## config.mk

```make
export PLATFORM = sky130hd
export DESIGN_NAME = two_class_priority_queue
export DESIGN_NICKNAME = d
export VERILOG_FILES = /design/src/sv/tcpq_pkg.sv /design/src/sv/tcpq_dp.sv /design/src/sv/tcpq_ctrl.sv /design/src/sv/two_class_priority_queue.sv
export SDC_FILE = /design/constraint.sdc
export NUM_CORES = 1
export LEC_CHECK = 0
export ABC_AREA = 1
export BUFFER_PORTS_ARGS = -buffer_cell sky130_fd_sc_hd__buf_2
export CORE_MARGIN = 5
export CORE_UTILIZATION = 60
export CTS_CLUSTER_SIZE = 10
export DETAILED_ROUTE_END_ITERATION = 8
export PLACE_DENSITY = 0.78
export REMOVE_ABC_BUFFERS = 1
export SETUP_SLACK_MARGIN = 0.05
export SLEW_MARGIN = 10
export SYNTH_ARGS = -nofsm -noshare
export SYNTH_HDL_FRONTEND = slang
export SYNTH_HIERARCHICAL = 1
export SYNTH_SLANG_ARGS = --single-unit
export TNS_END_PERCENT = 100
```

## constraint.sdc

```tcl
create_clock -name clk -period 8.7 [get_ports clk]
set_clock_uncertainty 0.2 [all_clocks]
set_input_delay 1.305 -clock clk [delete_from_list [all_inputs] [get_ports clk]]
set_output_delay 1.305 -clock clk [all_outputs]
set_load 0.01 [all_outputs]
```

## src/sv/tcpq_pkg.sv

```systemverilog
// shared constants, types and pointer helpers for the two-class priority queue
package tcpq_pkg;

    localparam int DEPTH  = 16;
    localparam int AW     = $clog2(DEPTH);
    localparam int CNT_W  = $clog2(DEPTH + 1);
    localparam int VAL_W  = 32;
    localparam int OP_W   = 2;
    localparam int ST_W   = 2;
    localparam int TDATA_W = ((OP_W + VAL_W + 7) / 8) * 8;

    localparam logic signed [VAL_W-1:0] URGENT_MIN_RST = 32'sd60;

    localparam logic [OP_W-1:0] OP_PLAIN = 2'd0;
    localparam logic [OP_W-1:0] OP_PRIO  = 2'd1;
    localparam logic [OP_W-1:0] OP_DEQ   = 2'd2;

    localparam logic [ST_W-1:0] ST_DONE  = 2'd0;
    localparam logic [ST_W-1:0] ST_FULL  = 2'd1;
    localparam logic [ST_W-1:0] ST_EMPTY = 2'd2;

    // controller to datapath
    typedef struct packed {
        logic            latch_in;
        logic            rd_head;
        logic            rd_scan;
        logic            wr_tail;
        logic            wr_shift;
        logic            wr_ins;
        logic            head_inc;
        logic            head_dec;
        logic            cnt_inc;
        logic            cnt_dec;
        logic            scan_clr;
        logic            scan_inc;
        logic            res_load;
        logic [ST_W-1:0] res_status;
        logic            res_take;
        logic            out_load;
    } tcpq_cmd_t;

    // datapath to controller
    typedef struct packed {
        logic [OP_W-1:0] op;
        logic            full;
        logic            empty;
        logic            in_urgent;
        logic            scan_end;
        logic            data_urgent;
    } tcpq_sts_t;

    // circular pointer plus offset, offset at most DEPTH
    function automatic logic [AW-1:0] ptr_add(input logic [AW-1:0] p,
                                              input logic [CNT_W-1:0] n);
        logic [CNT_W:0] s;
        s = {{(CNT_W + 1 - AW){1'b0}}, p} + {1'b0, n};
        if (s >= (CNT_W + 1)'(DEPTH))
            s = s - (CNT_W + 1)'(DEPTH);
        return s[AW-1:0];
    endfunction

    function automatic logic [AW-1:0] ptr_dec(input logic [AW-1:0] p);
        logic [AW-1:0] r;
        if (p == '0)
            r = AW'(DEPTH - 1);
        else
            r = p - 1'b1;
        return r;
    endfunction

endpackage

```

## src/sv/tcpq_dp.sv

```systemverilog
// datapath: entry memory, head pointer, occupancy, scan counter and result registers
module tcpq_dp (
    input  logic                                 clk,
    input  logic                                 rst_n,
    input  tcpq_pkg::tcpq_cmd_t                  cmd,
    output tcpq_pkg::tcpq_sts_t                  sts,
    input  logic [tcpq_pkg::OP_W-1:0]            in_op,
    input  logic signed [tcpq_pkg::VAL_W-1:0]    in_value,
    input  logic                                 cfg_we,
    input  logic signed [tcpq_pkg::VAL_W-1:0]    cfg_wdata,
    output logic [tcpq_pkg::ST_W-1:0]            res_status,
    output logic signed [tcpq_pkg::VAL_W-1:0]    res_value
);
    import tcpq_pkg::*;

    logic signed [VAL_W-1:0] mem [DEPTH];

    logic [AW-1:0]           head_reg, head_next;
    logic [CNT_W-1:0]        count_reg, count_next;
    logic [CNT_W-1:0]        scan_reg, scan_next;
    logic signed [VAL_W-1:0] umin_reg;
    logic [OP_W-1:0]         op_reg;
    logic signed [VAL_W-1:0] value_reg;
    logic signed [VAL_W-1:0] rd_data_reg;
    logic [ST_W-1:0]         res_status_reg;
    logic signed [VAL_W-1:0] res_value_reg;

    logic [AW-1:0]           scan_addr;
    logic [AW-1:0]           rd_addr;
    logic [AW-1:0]           wr_addr;
    logic                    wr_en;
    logic signed [VAL_W-1:0] wr_data;

    assign scan_addr = ptr_add(head_reg, scan_reg);
    assign rd_addr   = cmd.rd_head ? head_reg : scan_addr;
    assign wr_en     = cmd.wr_tail | cmd.wr_shift | cmd.wr_ins;
    assign wr_addr   = cmd.wr_tail ? ptr_add(head_reg, count_reg) : ptr_dec(scan_addr);
    assign wr_data   = cmd.wr_shift ? rd_data_reg : value_reg;

    // entry store, one write and one registered read per cycle
    always_ff @(posedge clk)
    begin
        if (wr_en)
            mem[wr_addr] <= wr_data;
        if (cmd.rd_head | cmd.rd_scan)
            rd_data_reg <= mem[rd_addr];
    end

    always_comb
    begin
        head_next = head_reg;
        if (cmd.head_inc)
            head_next = ptr_add(head_reg, CNT_W'(1));
        else if (cmd.head_dec)
            head_next = ptr_dec(head_reg);

        count_next = count_reg;
        if (cmd.cnt_inc)
            count_next = count_reg + 1'b1;
        else if (cmd.cnt_dec)
            count_next = count_reg - 1'b1;

        scan_next = scan_reg;
        if (cmd.scan_clr)
            scan_next = '0;
        else if (cmd.scan_inc)
            scan_next = scan_reg + 1'b1;
    end

    always_ff @(posedge clk or negedge rst_n)
    begin
        if (!rst_n)
        begin
            head_reg  <= '0;
            count_reg <= '0;
            scan_reg  <= '0;
            umin_reg  <= URGENT_MIN_RST;
        end
        else
        begin
            head_reg  <= head_next;
            count_reg <= count_next;
            scan_reg  <= scan_next;
            if (cfg_we)
                umin_reg <= cfg_wdata;
        end
    end

    always_ff @(posedge clk)
    begin
        if (cmd.latch_in)
        begin
            op_reg    <= in_op;
            value_reg <= in_value;
        end
        if (cmd.res_load)
        begin
            res_status_reg <= cmd.res_status;
            res_value_reg  <= cmd.res_take ? rd_data_reg : '0;
        end
    end

    assign sts.op          = op_reg;
    assign sts.full        = (count_reg == CNT_W'(DEPTH));
    assign sts.empty       = (count_reg == '0);
    assign sts.in_urgent   = (value_reg >= umin_reg);
    assign sts.scan_end    = (scan_reg == count_reg);
    assign sts.data_urgent = (rd_data_reg >= umin_reg);

    assign res_status = res_status_reg;
    assign res_value  = res_value_reg;

endmodule

```

## src/sv/tcpq_ctrl.sv

```systemverilog
// controller: sequences decode, urgent scan-and-shift, dequeue and result hand-off
module tcpq_ctrl (
    input  logic                clk,
    input  logic                rst_n,
    input  logic                in_valid,
    output logic                in_ready,
    input  logic                out_free,
    input  tcpq_pkg::tcpq_sts_t sts,
    output tcpq_pkg::tcpq_cmd_t cmd
);
    import tcpq_pkg::*;

    localparam logic [2:0] S_IDLE     = 3'd0;
    localparam logic [2:0] S_DECODE   = 3'd1;
    localparam logic [2:0] S_SCAN     = 3'd2;
    localparam logic [2:0] S_SCAN_CHK = 3'd3;
    localparam logic [2:0] S_DEQ_WAIT = 3'd4;
    localparam logic [2:0] S_FINISH   = 3'd5;

    logic [2:0] state_reg, state_next;

    always_comb
    begin
        cmd        = '0;
        state_next = state_reg;
        in_ready   = (state_reg == S_IDLE);
        case (state_reg)
            S_IDLE:
            begin
                if (in_valid)
                begin
                    cmd.latch_in = 1'b1;
                    state_next   = S_DECODE;
                end
            end
            S_DECODE:
            begin
                case (sts.op)
                    OP_PLAIN, OP_PRIO:
                    begin
                        if (sts.full)
                        begin
                            cmd.res_load   = 1'b1;
                            cmd.res_status = ST_FULL;
                            state_next     = S_FINISH;
                        end
                        else if (sts.op == OP_PRIO && sts.in_urgent)
                        begin
                            cmd.scan_clr = 1'b1;
                            state_next   = S_SCAN;
                        end
                        else
                        begin
                            cmd.wr_tail    = 1'b1;
                            cmd.cnt_inc    = 1'b1;
                            cmd.res_load   = 1'b1;
                            cmd.res_status = ST_DONE;
                            state_next     = S_FINISH;
                        end
                    end
                    OP_DEQ:
                    begin
                        if (sts.empty)
                        begin
                            cmd.res_load   = 1'b1;
                            cmd.res_status = ST_EMPTY;
                            state_next     = S_FINISH;
                        end
                        else
                        begin
                            cmd.rd_head = 1'b1;
                            state_next  = S_DEQ_WAIT;
                        end
                    end
                    default:
                    begin
                        cmd.res_load   = 1'b1;
                        cmd.res_status = ST_DONE;
                        state_next     = S_FINISH;
                    end
                endcase
            end
            S_SCAN:
            begin
                if (sts.scan_end)
                begin
                    cmd.wr_ins     = 1'b1;
                    cmd.head_dec   = 1'b1;
                    cmd.cnt_inc    = 1'b1;
                    cmd.res_load   = 1'b1;
                    cmd.res_status = ST_DONE;
                    state_next     = S_FINISH;
                end
                else
                begin
                    cmd.rd_scan = 1'b1;
                    state_next  = S_SCAN_CHK;
                end
            end
            S_SCAN_CHK:
            begin
                if (sts.data_urgent)
                begin
                    // move the urgent entry one slot towards the head
                    cmd.wr_shift = 1'b1;
                    cmd.scan_inc = 1'b1;
                    state_next   = S_SCAN;
                end
                else
                begin
                    cmd.wr_ins     = 1'b1;
                    cmd.head_dec   = 1'b1;
                    cmd.cnt_inc    = 1'b1;
                    cmd.res_load   = 1'b1;
                    cmd.res_status = ST_DONE;
                    state_next     = S_FINISH;
                end
            end
            S_DEQ_WAIT:
            begin
                cmd.head_inc   = 1'b1;
                cmd.cnt_dec    = 1'b1;
                cmd.res_load   = 1'b1;
                cmd.res_take   = 1'b1;
                cmd.res_status = ST_DONE;
                state_next     = S_FINISH;
            end
            S_FINISH:
            begin
                if (out_free)
                begin
                    cmd.out_load = 1'b1;
                    state_next   = S_IDLE;
                end
            end
            default:
            begin
                state_next = S_IDLE;
            end
        endcase
    end

    always_ff @(posedge clk or negedge rst_n)
    begin
        if (!rst_n)
            state_reg <= S_IDLE;
        else
            state_reg <= state_next;
    end

endmodule

```

## src/sv/two_class_priority_queue.sv

```systemverilog
// top level of the two-class priority queue: controller, datapath and output register
// usage
// - input channel s_*: one item per operation; s_tdata holds operation in bits 1:0
//   (plain enqueue, priority enqueue, dequeue) and the signed value in bits 33:2
// - output channel m_*: exactly one item per input item, in order; m_tdata holds
//   status in bits 1:0 (done, full, empty) and the removed value in bits 33:2
// - cfg_we/cfg_wdata write the signed urgent threshold; write only while idle
// - entries live in a circular store indexed from a head pointer, so a dequeue
//   only moves the head
// - plain enqueue, refusals and the unused code settle in the decode step, a dequeue
//   reads the head first; an urgent priority enqueue reads each entry of the leading
//   urgent run and writes it one slot nearer the head, then inserts the new value
//   behind the run
// - one item is in the block at a time; s_tready is high only when the controller
//   is idle, which it is again from the edge that loads the result into the output
//   register, so the block takes no new item before the last one's result is loaded
// - the result sits in an output register, so the next item is taken while the
//   receiver stalls; a second result waits in the controller until the register frees
// - reset clears the queue to empty and the threshold to 60; no clearing pass
module two_class_priority_queue (
    input  logic                                clk,
    input  logic                                rst_n,
    // operation [1:0], value [33:2], zero padding [39:34]
    input  logic                                s_tvalid,
    output logic                                s_tready,
    input  logic [tcpq_pkg::TDATA_W-1:0]        s_tdata,
    // status [1:0], removed_value [33:2], zero padding [39:34]
    output logic                                m_tvalid,
    input  logic                                m_tready,
    output logic [tcpq_pkg::TDATA_W-1:0]        m_tdata,
    // urgent threshold write
    input  logic                                cfg_we,
    input  logic signed [tcpq_pkg::VAL_W-1:0]   cfg_wdata
);
    import tcpq_pkg::*;

    tcpq_cmd_t               cmd;
    tcpq_sts_t               sts;
    logic                    out_free;
    logic [ST_W-1:0]         res_status;
    logic signed [VAL_W-1:0] res_value;

    logic                    m_tvalid_reg, m_tvalid_next;
    logic [TDATA_W-1:0]      m_tdata_reg;

    // output register is free when empty or being drained this cycle
    assign out_free = !m_tvalid_reg || m_tready;

    tcpq_ctrl u_ctrl (
        .clk      (clk),
        .rst_n    (rst_n),
        .in_valid (s_tvalid),
        .in_ready (s_tready),
        .out_free (out_free),
        .sts      (sts),
        .cmd      (cmd)
    );

    tcpq_dp u_dp (
        .clk        (clk),
        .rst_n      (rst_n),
        .cmd        (cmd),
        .sts        (sts),
        .in_op      (s_tdata[OP_W-1:0]),
        .in_value   (s_tdata[OP_W+VAL_W-1:OP_W]),
        .cfg_we     (cfg_we),
        .cfg_wdata  (cfg_wdata),
        .res_status (res_status),
        .res_value  (res_value)
    );

    always_comb
    begin
        m_tvalid_next = m_tvalid_reg;
        if (cmd.out_load)
            m_tvalid_next = 1'b1;
        else if (m_tready)
            m_tvalid_next = 1'b0;
    end

    always_ff @(posedge clk or negedge rst_n)
    begin
        if (!rst_n)
            m_tvalid_reg <= 1'b0;
        else
            m_tvalid_reg <= m_tvalid_next;
    end

    // result payload, zero padded to whole bytes
    always_ff @(posedge clk)
    begin
        if (cmd.out_load)
            m_tdata_reg <= {{(TDATA_W - ST_W - VAL_W){1'b0}}, res_value, res_status};
    end

    assign m_tvalid = m_tvalid_reg;
    assign m_tdata  = m_tdata_reg;

    // occupancy can never read as both full and empty
    a_full_empty: assert property (@(posedge clk) disable iff (!rst_n)
        !(sts.full && sts.empty))
        else $error("queue reports full and empty at once");

    // a result is never loaded over one the receiver has not taken
    a_no_overwrite: assert property (@(posedge clk) disable iff (!rst_n)
        cmd.out_load |-> (!m_tvalid_reg || m_tready))
        else $error("result register overwritten");

    // only one item in flight: accept closes the input until the result is out
    a_one_in_flight: assert property (@(posedge clk) disable iff (!rst_n)
        (s_tvalid && s_tready) |=> !s_tready)
        else $error("second item accepted while busy");

    // loading a result reopens the input on the next cycle
    a_reopen: assert property (@(posedge clk) disable iff (!rst_n)
        cmd.out_load |=> s_tready)
        else $error("input not reopened after result");

endmodule

```

## Word level (Yosys, flattened, before mapping)

Memory sizes are Yosys's and may differ from the RTL's. A register that Yosys moved wholly into a read port is not among the register bits.
Cells that the tools add are included.

| operators by class | value |
|---|---|
| bitwise operators | 3 |
| $add $sub $neg | 11 |
| multiplexer cells | 61 |
| reductions and logical operators | 14 |
| $lt $le $gt $ge | 5 |
| equality and inequality tests | 11 |

Operators by type and width:

| kind | number |
|---|---|
| $ge 32x32->1 | 2 |
| $mux 4 | 9 |
| $mux 3 | 11 |
| $mux 32 | 1 |
| $mux 1 | 27 |
| $mux 5 | 4 |
| $sub 4x1->4 const B | 5 |
| $pmux 3 s6 | 1 |
| $add 4x5->6 | 2 |
| $ge 6x5->1 const B | 2 |
| $pmux 3 s2 | 2 |
| $pmux 3 s4 | 1 |
| $add 5x1->5 const B | 2 |
| $logic_not 4->1 | 2 |
| $reduce_bool 2->1 | 4 |
| $eq 3x2->1 const B | 2 |
| $eq 3x3->1 const B | 2 |
| $add 4x1->5 const B | 1 |
| $eq 5x5->1 | 1 |
| $eq 5x5->1 const B | 1 |
| $ge 5x5->1 const B | 1 |
| $logic_not 5->1 | 1 |
| $sub 5x1->5 const B | 1 |
| $mux 2 | 2 |
| other kinds (14) | 18 |

| storage, ports and cells | value |
|---|---|
| memory bits (writable) | 512 |
| logic and storage cells | 117 |
| memories kept | 1 |
| register bits after elaboration | 152 |

Memory list:

| memory | depth | bits a word | read ports | clocked after Yosys merged registers in | wr ports | line | RTL |
|---|---|---|---|---|---|---|---|
| u_dp.mem | 16 | 32 | 1 | 1 | 1 | tcpq_dp.sv:16 | `logic signed [VAL_W-1:0] mem [DEPTH];` |

## Depth between registers and ports, before layout

| depth | value |
|---|---|
| depth after elaboration | 10 |
| gate-level depth with buffers | 27 |
| mapped depth without buffers | 27 |

## Cells and area by module

Netlist, hierarchy kept.

By module, submodules not included:

| module | area each (µm²) | times used | sequential area each (µm²) | cells an instance |
|---|---|---|---|---|
| tcpq_dp | 28407.2 | 1 | 19533.7 | 2361 |
| two_class_priority_queue | 1114.8 | 1 | 1046.0 | 46 |
| tcpq_ctrl | 377.9 | 1 | 75.1 | 62 |

## Least setup slack after synthesis

No wires, ideal clock.

| timing | value |
|---|---|
| kind | input port to flip-flop |
| from | input s_tvalid |
| to | register u_dp.op_reg[0], enable pin |
| buffers on the path | 0 |
| stages | 2 |
| slack | 3.406 ns |
| arrival | 4.584 ns |
| data required time | 7.990 ns |
| cell sequence | inv_1 > nor4_1 |

RTL lines:

| what | line | RTL |
|---|---|---|
| start, declared | two_class_priority_queue.sv:24 | `input logic s_tvalid,` |
| end signal, assigned | tcpq_dp.sv:93 | `op_reg <= in_op;` |
| end, declared | tcpq_dp.sv:22 | `logic [OP_W-1:0] op_reg;` |

==> results_dict.tcl <==
set metrics [dict create \
    final_nets 2709 \
    synth_ff_type "edfxtp_1" \
    routed_wl_um 77500 \
    grt_pass1_wl_um 116000 \
    h-tree-depth 3 \
    placed_cells 3134 \
    area_growth_pct 10.9 \
    setup-violations-final 0 \
    whs_ns 0.214 \
    power_switching_mw 5.40 \
    grt_max_degree 229 \
    die_area_um2 54400 \
    place_hpwl_um 41600 \
    firstDrtPassIters 6 \
    ys_top_cells_by_count "edfxtp_1, nand2_1, inv_1, a21oi_1, o21ai_0" \
    setup.worst_path.end_class "flip-flop" \
    antenna_cells 0 \
    synth_area_leaders "edfxtp_1, nand2_1, dfrtp_1, a21oi_1, o21ai_0" \
    yosysUniqueCellTypes 46 \
    vias 20300 \
    clockPowerShare 0.226 \
    first_global_vias 19900 \
    wl_per_cell_um 23.7 \
    port_buffers 106 \
    final_core_util 0.674 \
    fin_setup_tns_ns 0 \
    gp_congestion 0.857 \
    drive_gt1_frac 0.109 \
    max-vdd-ir-drop_v 0.000483 \
    cap_violations 0 \
    hold_violations 0 \
    ioPinCount 119 \
    layout.cells.non_filler 3265 \
    cp.required_ns 8.75 \
    initial_core_util 0.608 \
    clockBufferDepth 3 \
    vias_per_cell 6.20 \
    syn_inst 2469 \
    synthArstFlopShare 0.0718 \
    internal-power_mw 7.70 \
    hold_buffers 0 \
    use_met1 0.377 \
    cp_data_arrival_time_ns 5.28 \
    period_share 0.601 \
    syn_area_um2 29900 \
    netSwitchingFraction 0.412 \
    grt_usage 0.284 \
    final_antenna_net_count 0 \
    seq_area_frac_synth 0.691 \
    synth_edf_count 646 \
    leakage_nw 12.7 \
    power_density_nw_per_um2 395 \
    clk_pin_slew_ns 0.06 \
    status "finished, final reports clean" \
    drc 0 \
    met2_usage 0.451 \
    cts_resized 0 \
    worst_slack_ns 3.47 \
    critPathLaunchType "flip-flop" \
    fillCellCount 3350 \
    grt.busiest_layer "met2" \
    tritoncts "built" \
    synth_warnings 6 \
    grt_overflow 0 \
    die_x_um 233 \
    slew_viol_final 0 \
    period_needed_ns 5.23 \
    rows 81 \
    netlist.top_cell.by_area "edfxtp_1" \
    cts_sinks 696 \
    antenna_found_initial 0 \
    ys_seq_elements 696 \
    grt_setup_unrepaired "no" \
    cts_setup_buffers 0 \
    preCtsSetupSlack_ns 3.59 \
    yosys.cell_count.top_type "edfxtp_1" \
    core_area_um2 49200 \
    cts_buffers 79 \
    hold_class "reg2reg" \
    postSynthAreaPerCell_um2 12.1 \
    synth_top_cell_area_share 0.649 \
    fmax_mhz 191 \
    clock_latency_ns 0.61 \
    worst_slew_pin_slew_ns 1.09 \
    crit_type "reg2reg" \
    pwr-share-comb 0.415 \
    p_seq_frac 0.360 \
    path_max_fanout 18 \
    first_iter_violations 2830 \
    largest_register_ffs 512 \
    root_buffer "clkbuf_16" \
    die_h_um 233 \
    max_slew_margin 0.271 \
    use_met3 0.0616 \
]
## critical path, cell delays in order, from the launching register on
cell and delay, ns:
edfxtp_1 0.41, ha_1 0.44, nand2_1 0.12, nor2_1 0.19, nand4_1 0.29, nor2_1 0.30, nand2_1 0.12, nand3_1 0.08
nand3_1 0.16, nand2_1 0.13, nand2_1 0.07, nor2_2 0.25, inv_1 0.18, o21ai_0 0.33, nand3_1 0.38, nor2_4 0.72
buf_4 0.47
## metrics by stage
step | power (mW) | area [um2]
CTS | 13.0 | 33100
global placement | 9.77 | 30900
global route | 13.8 | 33100
detailed placement | 10.0 | 30900
floorplan | 8.23 | 29100
finish | 13.1 | 33100
## layout make-up
cell class | count | area, um2 | share of cell area
clock inverters | 5 | 38.8 | 0.00117
inverters | 260 | 982 | 0.0296
repair buffers | 142 | 826 | 0.0249
clock buffers | 126 | 2200 | 0.0662
flip-flops and latches | 696 | 20700 | 0.623
multi-input cells | 1372 | 7620 | 0.230
well taps | 664 | 831 | 0.0251
## worst paths after layout
path                       slack [ns]  cells past startpoint                       endpoint                              from
min in group asynchronous        0.70                      2  u_dp/umin_reg[14]$_DFFE_PN0P_                             rst_n
max in group asynchronous        7.05                      2  u_dp/umin_reg[31]$_DFFE_PN0P_                             rst_n
max reg2reg                      3.47                     16     u_dp/mem[12][29]$_DFFE_PP_      u_dp/value_reg[31]$_DFFE_PP_
min                              0.21                      0          m_tdata[26]$_DFFE_PP_  u_dp/res_value[24]$_SDFFCE_PN0P_
max                              3.47                     16     u_dp/mem[12][29]$_DFFE_PP_      u_dp/value_reg[31]$_DFFE_PP_
min reg2reg                      0.21                      0          m_tdata[26]$_DFFE_PP_  u_dp/res_value[24]$_SDFFCE_PN0P_
## cell usage in the layout, fill, tap and decap left out, types with 3 or more instances in the layout
| master | synthesis | routed |
|---|---|---|
| a21o_1 | 3 | 3 |
| buf_4 | 17 | 34 |
| xor2_1 | 8 | 8 |
| o211ai_1 | 33 | 33 |
| inv_1 | 254 | 253 |
| dfstp_2 | 4 | 4 |
| a21oi_1 | 201 | 201 |
| dfrtp_1 | 46 | 46 |
| nand2_1 | 429 | 429 |
| o21ai_1 | 74 | 74 |
| nor2_4 | 1 | 18 |
| inv_6 | 0 | 4 |
| ha_1 | 78 | 78 |
| clkbuf_1 | 26 | 45 |
| o21ai_0 | 197 | 197 |
| xnor2_1 | 4 | 4 |
| nor3_1 | 5 | 4 |
| edfxtp_1 | 646 | 646 |
| nand2_2 | 9 | 8 |
| nor2_1 | 92 | 75 |
| inv_2 | 5 | 5 |
| o21ai_4 | 2 | 3 |
| clkbuf_16 | 0 | 81 |
| fa_1 | 3 | 3 |
| buf_2 | 87 | 106 |
| or2_2 | 5 | 5 |
| conb_1 | 1 | 6 |
| nand3_1 | 96 | 95 |
| o221ai_1 | 96 | 96 |
| nand4_1 | 10 | 10 |
## layer usage
| metal | up-vias | share of wire |
|---|---|---|
| met3 | 247 | 0.12 |
| met5 | - | 0 |
| met2 | 1349 | 0.47 |
| li1 | 8950 | - |
| met4 | 0 | 0.048 |
| met1 | 9707 | 0.36 |
## power groups by stage
| stage | sequential [mW] | combinational [mW] | clock (mW) |
|---|---|---|---|
| final | 4.71 | 5.43 | 2.95 |
| after global placement | 4.74 | 5.03 | 0 |
| after global routing | 4.74 | 5.93 | 3.12 |
| after detailed placement | 4.76 | 5.28 | 0 |
| after floorplan | 4.71 | 3.52 | 0 |
| after CTS | 4.70 | 5.31 | 2.99 |
## cell families (layout without fill, tap and decap cells)
group | after synthesis | after routing | synth area share
flip-flops | 696 | 696 | 0.691
buffers and inverters | 406 | 533 | 0.0605
multiplexers | 1 | 1 | 0.000377
AND/OR/NAND/NOR | 658 | 658 | 0.0906
adder cells (fa/ha/maj) | 81 | 81 | 0.0346
AO/OA/AOI/OAI | 613 | 613 | 0.119
other | 1 | 6 | 0.000125
XOR/XNOR | 13 | 13 | 0.00406
Note: power is estimated with default switching activity, not from simulation.
